[src/hdl/page_ecc32_xor32_checksum_core_defines.svh]
// Assertion macros for the checksum core top level.
`ifndef PAGE_ECC32_XOR32_CHECKSUM_CORE_DEFINES_SVH
`define PAGE_ECC32_XOR32_CHECKSUM_CORE_DEFINES_SVH

// Same-cycle implication, disabled while reset is asserted.
`define PE32_ASSERT_NOW(label, ante, cons, msg) \
    label: assert property (@(posedge clk) disable iff (!rst_n) (ante) |-> (cons)) \
        else $error(msg);

// Next-cycle implication, disabled while reset is asserted.
`define PE32_ASSERT_NEXT(label, ante, cons, msg) \
    label: assert property (@(posedge clk) disable iff (!rst_n) (ante) |=> (cons)) \
        else $error(msg);

`endif

[src/hdl/pe32_pkg.sv]
// Package with the constants, types and functions of the page checksum core.
package pe32_pkg;

    localparam logic [31:0] MASK_START = 32'hff80_0000;
    localparam logic [31:0] MASK_STEP  = 32'h007f_ff80;
    localparam logic [31:0] BIT_LANE01 = 32'h0040_0000;
    localparam logic [31:0] BIT_LANE02 = 32'h0020_0000;
    localparam logic [31:0] BIT_LANE13 = 32'h0000_0020;
    localparam logic [31:0] BIT_LANE23 = 32'h0000_0040;
    localparam logic [31:0] POS_START  = 32'hffff_0000;
    localparam logic [31:0] POS_STEP   = 32'h0000_ffff;
    localparam logic [31:0] LOW_MERGE  = 32'h001f_001f;
    localparam logic [15:0] SMALL_PAGE = 16'd8192;

    // Configuration register indexes
    localparam logic [1:0] CFG_PAGE_SIZE   = 2'd0;
    localparam logic [1:0] CFG_START_LANE  = 2'd1;
    localparam logic [1:0] CFG_INITIAL_XOR = 2'd2;

    // Snapshot of a finished page, handed to the finishing stage
    typedef struct packed {
        logic [31:0]      ecc;
        logic [3:0][31:0] lane;
    } pe32_fin_t;

    // Bit-position mask: each set bit of the total XOR adds its position pattern
    function automatic logic [31:0] pos_mask(input logic [31:0] total);
        logic [31:0] acc;
        acc = '0;
        for (int i = 0; i < 32; i++)
        begin
            if (total[i])
            begin
                acc = acc ^ 32'(POS_START - 32'(i) * POS_STEP);
            end
        end
        return acc;
    endfunction

endpackage

[src/hdl/pe32_finish.sv]
// Finishing logic: cross-lane parity, position mask, size mask and low-bit merge.
module pe32_finish (
    input  pe32_pkg::pe32_fin_t fin,
    input  logic [15:0]         page_size,
    input  logic [31:0]         initial_xor,
    output logic [31:0]         ecc_checksum,
    output logic [31:0]         xor_checksum
);
    import pe32_pkg::*;

    logic [31:0] total;
    logic [31:0] fmask;
    logic [31:0] ecc_cross;
    logic [31:0] ecc_sized;

    // Fold the lanes into the total word XOR
    assign total = fin.lane[0] ^ fin.lane[1] ^ fin.lane[2] ^ fin.lane[3];
    assign fmask = pos_mask(total);

    // Add the cross-lane parity bits
    always_comb
    begin
        ecc_cross = fin.ecc;
        if (^(fin.lane[0] ^ fin.lane[1]))
        begin
            ecc_cross = ecc_cross ^ BIT_LANE01;
        end
        if (^(fin.lane[0] ^ fin.lane[2]))
        begin
            ecc_cross = ecc_cross ^ BIT_LANE02;
        end
        if (^(fin.lane[1] ^ fin.lane[3]))
        begin
            ecc_cross = ecc_cross ^ BIT_LANE13;
        end
        if (^(fin.lane[2] ^ fin.lane[3]))
        begin
            ecc_cross = ecc_cross ^ BIT_LANE23;
        end
    end

    // Clear the size bits for small pages, then merge the low position bits
    always_comb
    begin
        ecc_sized = ecc_cross;
        if (page_size < SMALL_PAGE)
        begin
            ecc_sized = ecc_cross & ~{page_size[12:0], 19'd0};
        end
    end

    assign ecc_checksum = (ecc_sized & ~LOW_MERGE) | (fmask & LOW_MERGE);
    assign xor_checksum = initial_xor ^ total;

endmodule

[src/hdl/page_ecc32_xor32_checksum_core.sv]
// Top level of the ECC-32 / XOR-32 page checksum core.
// Throughput: one page word per cycle while s_axis_tready is high, with no gaps between pages.
// Result path: the snapshot of the last word is loaded into the finish register, then
// the finishing logic feeds the output register on m_axis; both stall on m_axis_tready.
// Reset: rst_n clears all page state and loads page_size 4096, start_lane 2,
// initial_xor 0; the core is ready for words as soon as reset is released.
`include "page_ecc32_xor32_checksum_core_defines.svh"

module page_ecc32_xor32_checksum_core (
    input  logic        clk,
    input  logic        rst_n,
    // configuration write port
    input  logic        cfg_we,
    input  logic [1:0]  cfg_index,
    input  logic [31:0] cfg_wdata,
    // input words
    input  logic        s_axis_tvalid,
    output logic        s_axis_tready,
    input  logic [31:0] s_axis_tdata,   // [31:0] data_word
    input  logic        s_axis_tlast,   // last_word
    // results
    output logic        m_axis_tvalid,
    input  logic        m_axis_tready,
    output logic [63:0] m_axis_tdata    // [31:0] ecc_checksum, [63:32] xor_checksum
);
    import pe32_pkg::*;

    logic [15:0]      page_size_reg;
    logic [1:0]       start_lane_reg;
    logic [31:0]      initial_xor_reg;

    logic [31:0]      ecc_accum_reg, ecc_accum_next;
    logic [31:0]      group_mask_reg, group_mask_next;
    logic             group_parity_reg, group_parity_next;
    logic [3:0][31:0] lane_xor_reg, lane_xor_next;
    logic [1:0]       lane_pos_reg, lane_pos_next;

    logic             fin_valid_reg;
    pe32_fin_t        fin_reg, fin_next;
    logic             out_valid_reg;
    logic [63:0]      out_data_reg;

    logic             in_accept;
    logic             out_free;
    logic             fin_advance;
    logic [31:0]      ecc_checksum;
    logic [31:0]      xor_checksum;

    // Handshake: the output register and the finish register decouple the sides
    assign out_free      = !out_valid_reg || m_axis_tready;
    assign fin_advance   = fin_valid_reg && out_free;
    assign s_axis_tready = !fin_valid_reg || out_free;
    assign in_accept     = s_axis_tvalid && s_axis_tready;

    // Accumulate one word into the lane and group state
    always_comb
    begin
        logic gp;
        gp                = group_parity_reg ^ (^s_axis_tdata);
        lane_xor_next     = lane_xor_reg;
        lane_xor_next[lane_pos_reg] = lane_xor_reg[lane_pos_reg] ^ s_axis_tdata;
        ecc_accum_next    = ecc_accum_reg;
        group_mask_next   = group_mask_reg;
        group_parity_next = gp;
        lane_pos_next     = lane_pos_reg + 2'd1;
        if (lane_pos_reg == 2'd3)
        begin
            if (gp)
            begin
                ecc_accum_next = ecc_accum_reg ^ group_mask_reg;
            end
            group_mask_next   = group_mask_reg - MASK_STEP;
            group_parity_next = 1'b0;
            lane_pos_next     = 2'd0;
        end
        // close any partial group for the snapshot
        fin_next.ecc  = group_parity_next ? (ecc_accum_next ^ group_mask_next)
                                          : ecc_accum_next;
        fin_next.lane = lane_xor_next;
    end

    // Hold configuration and page state; clear the page after its last word
    always_ff @(posedge clk or negedge rst_n)
    begin
        if (!rst_n)
        begin
            page_size_reg    <= 16'd4096;
            start_lane_reg   <= 2'd2;
            initial_xor_reg  <= '0;
            ecc_accum_reg    <= '0;
            group_mask_reg   <= MASK_START;
            group_parity_reg <= 1'b0;
            lane_xor_reg     <= '0;
            lane_pos_reg     <= 2'd2;
        end
        else
        begin
            if (in_accept)
            begin
                if (s_axis_tlast)
                begin
                    ecc_accum_reg    <= '0;
                    group_mask_reg   <= MASK_START;
                    group_parity_reg <= 1'b0;
                    lane_xor_reg     <= '0;
                    lane_pos_reg     <= start_lane_reg;
                end
                else
                begin
                    ecc_accum_reg    <= ecc_accum_next;
                    group_mask_reg   <= group_mask_next;
                    group_parity_reg <= group_parity_next;
                    lane_xor_reg     <= lane_xor_next;
                    lane_pos_reg     <= lane_pos_next;
                end
            end
            if (cfg_we)
            begin
                unique case (cfg_index)
                    CFG_PAGE_SIZE:   page_size_reg <= cfg_wdata[15:0];
                    CFG_START_LANE:
                    begin
                        start_lane_reg <= cfg_wdata[1:0];
                        lane_pos_reg   <= cfg_wdata[1:0];
                    end
                    CFG_INITIAL_XOR: initial_xor_reg <= cfg_wdata;
                    default:         ;
                endcase
            end
        end
    end

    // Advance the finish and output stages
    always_ff @(posedge clk or negedge rst_n)
    begin
        if (!rst_n)
        begin
            fin_valid_reg <= 1'b0;
            out_valid_reg <= 1'b0;
        end
        else
        begin
            if (in_accept && s_axis_tlast)
            begin
                fin_valid_reg <= 1'b1;
            end
            else if (fin_advance)
            begin
                fin_valid_reg <= 1'b0;
            end
            if (fin_advance)
            begin
                out_valid_reg <= 1'b1;
            end
            else if (m_axis_tready)
            begin
                out_valid_reg <= 1'b0;
            end
        end
    end

    // Load payload registers
    always_ff @(posedge clk)
    begin
        if (in_accept && s_axis_tlast)
        begin
            fin_reg <= fin_next;
        end
        if (fin_advance)
        begin
            out_data_reg <= {xor_checksum, ecc_checksum};
        end
    end

    pe32_finish u_finish (
        .fin          (fin_reg),
        .page_size    (page_size_reg),
        .initial_xor  (initial_xor_reg),
        .ecc_checksum (ecc_checksum),
        .xor_checksum (xor_checksum)
    );

    assign m_axis_tvalid = out_valid_reg;
    assign m_axis_tdata  = out_data_reg;

    // A last word always leaves a pending snapshot
    `PE32_ASSERT_NEXT(a_last_loads_fin, in_accept && s_axis_tlast, fin_valid_reg,
        "last word did not load the finish stage")
    // A stalled snapshot holds
    `PE32_ASSERT_NEXT(a_fin_holds, fin_valid_reg && !fin_advance,
        fin_valid_reg && $stable(fin_reg), "finish stage lost its snapshot")
    // The page state is cleared after the last word
    `PE32_ASSERT_NEXT(a_page_cleared, in_accept && s_axis_tlast,
        ecc_accum_reg == '0 && group_mask_reg == MASK_START && lane_pos_reg == start_lane_reg,
        "page state not cleared after last word")
    // No word is taken while both result stages are full and stalled
    `PE32_ASSERT_NOW(a_no_overrun, fin_valid_reg && out_valid_reg && !m_axis_tready,
        !s_axis_tready, "word accepted while result stages were full")

endmodule
[config.mk]
export PLATFORM = sky130hd
export DESIGN_NAME = page_ecc32_xor32_checksum_core
export DESIGN_NICKNAME = d
export VERILOG_FILES = /design/src/hdl/pe32_pkg.sv /design/src/hdl/pe32_finish.sv /design/src/hdl/page_ecc32_xor32_checksum_core.sv
export VERILOG_INCLUDE_DIRS = /design/src /design/src/hdl
export SDC_FILE = /design/constraint.sdc
export NUM_CORES = 1
export LEC_CHECK = 0
export BUFFER_PORTS_ARGS = -buffer_cell sky130_fd_sc_hd__buf_2
export CAP_MARGIN = 20
export CELL_PAD_IN_SITES_DETAIL_PLACEMENT = 1
export CELL_PAD_IN_SITES_GLOBAL_PLACEMENT = 1
export CORE_ASPECT_RATIO = 1.2
export CORE_MARGIN = 1.5
export CORE_UTILIZATION = 50
export DETAILED_ROUTE_END_ITERATION = 6
export PLACE_DENSITY = 0.79
export SLEW_MARGIN = 20
export SYNTH_ARGS = -nofsm -noshare
export SYNTH_HDL_FRONTEND = slang
export SYNTH_HIERARCHICAL = 1
export SYNTH_SLANG_ARGS = --single-unit
[constraint.sdc]
create_clock -name clk -period 6.5 [get_ports clk]
set_input_delay 0.65 -clock clk [delete_from_list [all_inputs] [get_ports clk]]
set_output_delay 0.65 -clock clk [all_outputs]
set_load 0.01 [all_outputs]
==> impl_metrics.json, run 1 <==
{
  "detail_route.wl_per_cell_um": 24.6,
  "synthCells": 1723,
  "setup_viol": 0,
  "dp_hpwl_um": 39000,
  "ys_warn_count": 6,
  "first_iter_violations": 1137,
  "outcome": "complete, no violations",
  "relSlewSlack_pct": 15.4,
  "crit_arrival_ns": 3.72,
  "final_hold_viol_count": 0,
  "cts_tree": "yes",
  "power.density_nw_per_um2": 517,
  "mostFrequentLayoutCell": "xnor2_1",
  "grt_max_degree": 99,
  "fin_area_um2": 24400,
  "vias": 14200,
  "crit_path_end_kind": "register",
  "fin_cells": 2409,
  "die_w_um": 192,
  "numClockSinks": 442,
  "dieArea_um2": 44300,
  "min_path_type": "primary input to asynchronous set/reset pin",
  "dp.cells": 2322,
  "setup_ws_ns": 3.27,
  "syn_nets": 1800,
  "p_leak_nw": 9.35,
  "drv_slew": 0,
  "skew_ns": 0.0143,
  "pre_cts_ws_ns": 2.96,
  "fin_crit_sh_pct": 49.7,
  "die_y_um": 230,
  "coreArea_um2": 42700,
  "overflow": 0,
  "rsz0062_at_grt": "no",
  "drive_gt1_share_pct": 18.9,
  "drc": 0,
  "grt_pass1_wl_um": 91000,
  "detail-route-antenna-nets": 0,
  "dr.pass1.iters": 5,
  "place_area_um2": 22700,
  "num-nets-final": 1895,
  "first_global_vias": 15500,
  "start_util_pct": 50.5,
  "fin_tns_setup_ns": 0,
  "vdd_drop_max_uv": 546,
  "cts.clk_slew.worst_paths_ns": 0.06,
  "cts_max_path_buffers": 3,
  "worst-path-max-fanout": 40,
  "wirelength_um": 59300,
  "layout_min_cycle_time_ns": 3.23,
  "max_freq_mhz": 310,
  "whs_ns": 0.140,
  "netlist_area_um2": 21500,
  "cts_resized": 0,
  "fillers": 4282,
  "clock-root-buffer": "clkbuf_16",
  "routabilityCongestion": 0.825,
  "clock_latency_ns": 0.57,
  "synth_area_per_cell_um2": 12.5,
  "ctsHoldBuffers": 0,
  "antenna_found_initial": 4,
  "grtUsageTotal_pct": 27.3,
  "critPathRequiredTime_ns": 6.99,
  "ioPinCount": 138,
  "htreeDepth": 2,
  "most-common-layout-cells": "xnor2_1, dfrtp_1, edfxtp_1, nor2_1, a21oi_1",
  "largest_reg_flops": 150,
  "tightest_slew_ns": 1.26,
  "num_rows": 83,
  "critPathKind": "register to register",
  "fin_total_pwr_mw": 12.6,
  "start_kind": "register",
  "viasPerCell": 5.90,
  "final_util_pct": 57.1,
  "area_delta_synth_final_pct": 13.2,
  "cts_inserted_buffers": 46,
  "cts_setup_buffers": 0,
  "cap_violations": 0,
  "io_buffers": 137
}
report_power, final:
part           switching (mW)  internal (mW)
sequential              0.402           3.88
clock                    1.16           1.79
combinational            2.99           2.38
area by class of cell:
type	count	area (um2)	share of cell area [%]
multi-input combinational	1147	8900	36.5
timing repair buffer	155	831	3.41
inverter	26	103	0.421
sequential	442	12100	49.8
tap	552	691	2.83
clock buffer	58	1300	5.33
clock inverter	28	409	1.68
antenna	1	2.50	0.0103
routing by layer:
metal / share of wire [%] / vias up / GRT usage (%) / wire [um]
li1: - / 6284 / - / -
met1: 40 / 7358 / 35.2 / 23900
met2: 50 / 432 / 45.7 / 29500
met3: 6.1 / 123 / 4.61 / 3590
met4: 3.8 / 6 / 11.1 / 2250
met5: 0.066 / - / 0 / 39
worst paths after layout:
| kind | start | slack [ns] | endpoint | cells after the start |
|---|---|---|---|---|
| worst max-delay path | lane_pos_reg[1] | 3.27 | group_mask_reg[31] | 7 |
| worst min-delay path | rst_n | 0.14 | lane_xor_reg[77] | 1 |
| worst max register to register | lane_pos_reg[1] | 3.27 | group_mask_reg[31] | 7 |
| worst min register to register | fin_reg[139] | 0.42 | m_axis_tdata[11] | 0 |
| max in group asynchronous | rst_n | 4.85 | lane_pos_reg[0] | 2 |
| min in group clk | cfg_wdata[31] | 0.32 | initial_xor_reg[31] | 2 |
critical path, stage by stage (launching register included):
cell and delay, ns:
dfstp_2 0.54, ha_2 0.78, nand2b_1 0.20, a211oi_1 0.45, nor3b_1 0.49, and2_1 0.25
a21boi_0 0.10, o32a_1 0.33
(Power assumes the default switching activity.)
==> run 2: changes to the inputs <==
Clock period 6.5 ns to 3.1 ns, I/O delays scaled along.
==> run 2 against run 1 <==
  * Die area stayed put
  * Global-route usage is 0.46 points higher
  * Design area is 0.87% higher
  * Sequential share of layout area is 0.43 points lower
  * Non-clock buffer count is 42 higher
  * Routed wire length is 1.8% higher
  * Clock-buffer cell count is 4 higher
  * Clock skew is 0.0053 ns lower
==> impl_metrics.json, run 2 (same netlist as run 1, synthesis figures left out) <==
{
  "outcome": "complete, no violations",
  "grt_pass1_wl_um": 92900,
  "cts_inserted_buffers": 45,
  "vias": 14600,
  "critPathKind": "register to register",
  "die_y_um": 230,
  "cts_setup_buffers": 0,
  "grtUsageTotal_pct": 27.8,
  "numClockSinks": 442,
  "start_kind": "register",
  "first_global_vias": 15700,
  "routabilityCongestion": 0.801,
  "drc": 0,
  "fillers": 4245,
  "start_util_pct": 50.5,
  "drive_gt1_share_pct": 19.1,
  "clock-root-buffer": "clkbuf_16",
  "final_util_pct": 57.6,
  "most-common-layout-cells": "xnor2_1, dfrtp_1, edfxtp_1, nor2_1, a21oi_1",
  "clock_latency_ns": 0.55,
  "drv_slew": 0,
  "worst-path-max-fanout": 24,
  "max_freq_mhz": 332,
  "cap_violations": 0,
  "overflow": 0,
  "io_buffers": 137,
  "fin_cells": 2446,
  "tightest_slew_ns": 0.924,
  "dp.cells": 2349,
  "whs_ns": 0.0118,
  "cts_tree": "yes",
  "dp_hpwl_um": 39500,
  "detail-route-antenna-nets": 0,
  "pre_cts_ws_ns": 0.159,
  "cts_max_path_buffers": 3,
  "largest_reg_flops": 150,
  "antenna_found_initial": 1,
  "first_iter_violations": 1124,
  "critPathRequiredTime_ns": 3.55,
  "fin_tns_setup_ns": 0,
  "crit_arrival_ns": 3.47,
  "min_path_type": "primary input to register",
  "viasPerCell": 5.95,
  "detail_route.wl_per_cell_um": 24.7,
  "fin_total_pwr_mw": 25.9,
  "layout_min_cycle_time_ns": 3.01,
  "ioPinCount": 138,
  "htreeDepth": 2,
  "skew_ns": 0.00893,
  "rsz0062_at_grt": "no",
  "setup_viol": 0,
  "p_leak_nw": 9.46,
  "dieArea_um2": 44300,
  "coreArea_um2": 42700,
  "area_delta_synth_final_pct": 14.2,
  "mostFrequentLayoutCell": "xnor2_1",
  "grt_max_degree": 163,
  "die_w_um": 192,
  "crit_path_end_kind": "register",
  "final_hold_viol_count": 0,
  "relSlewSlack_pct": 38.4,
  "power.density_nw_per_um2": 1050,
  "cts.clk_slew.worst_paths_ns": 0.06,
  "setup_ws_ns": 0.0854,
  "fin_area_um2": 24600,
  "num_rows": 83,
  "dr.pass1.iters": 5,
  "wirelength_um": 60300,
  "fin_crit_sh_pct": 97.2,
  "place_area_um2": 23000,
  "num-nets-final": 1936,
  "vdd_drop_max_uv": 1200,
  "r2r_slack_ns": 0.09
}
==> run 2: worst paths after layout <==
path / from / end / cells past startpoint
max: group_parity_reg / ecc_accum_reg[21] / 9
min: cfg_wdata[29] / initial_xor_reg[29] / 2
max reg2reg: group_parity_reg / ecc_accum_reg[21] / 9
min reg2reg: fin_reg[139] / m_axis_tdata[11] / 0
max in group asynchronous: rst_n / group_mask_reg[29] / 3
min in group asynchronous: rst_n / lane_xor_reg[109] / 2
==> run 2: cell type report <==
cell class	instances	area [um2]	area share, %
multi-input combinational	1147	8880	36.1
clock inverter	19	193	0.783
timing repair buffer	197	1330	5.42
tap	552	691	2.81
inverter	26	101	0.412
antenna	1	2.50	0.0102
sequential	442	12100	49.4
clock buffer	62	1240	5.04
==> run 2: timing repair <==
action / 4_1_cts / 5_1_grt
hold endpoints to repair: 89 / 0
resized for setup: 0 / 0
hold buffers: 15 / 0
==> run 2: critical path: stages, from the launching register on <==
cell,delay (ns)
dfrtp_1,0.40
xnor2_1,0.47
xnor2_1,0.14
xnor2_1,0.36
xnor3_1,0.55
mux2i_2,0.26
buf_12,0.21
nand2_1,0.07
buf_4,0.21
o211ai_1,0.23
==> run 2: layer usage <==
layer,GRT usage (%),vias up,part of all wire [%]
li1,-,6362,-
met1,35.5,7596,40
met2,47.1,462,50
met3,4.18,135,5.6
met4,11.2,0,4.0
met5,0,-,0
==> run 2: power by group <==
part	internal (mW)	leakage, nW	switching [mW]
Combinational	5.20	3.79	6.30
Clock	3.12	0.698	2.30
Sequential	8.15	4.97	0.856
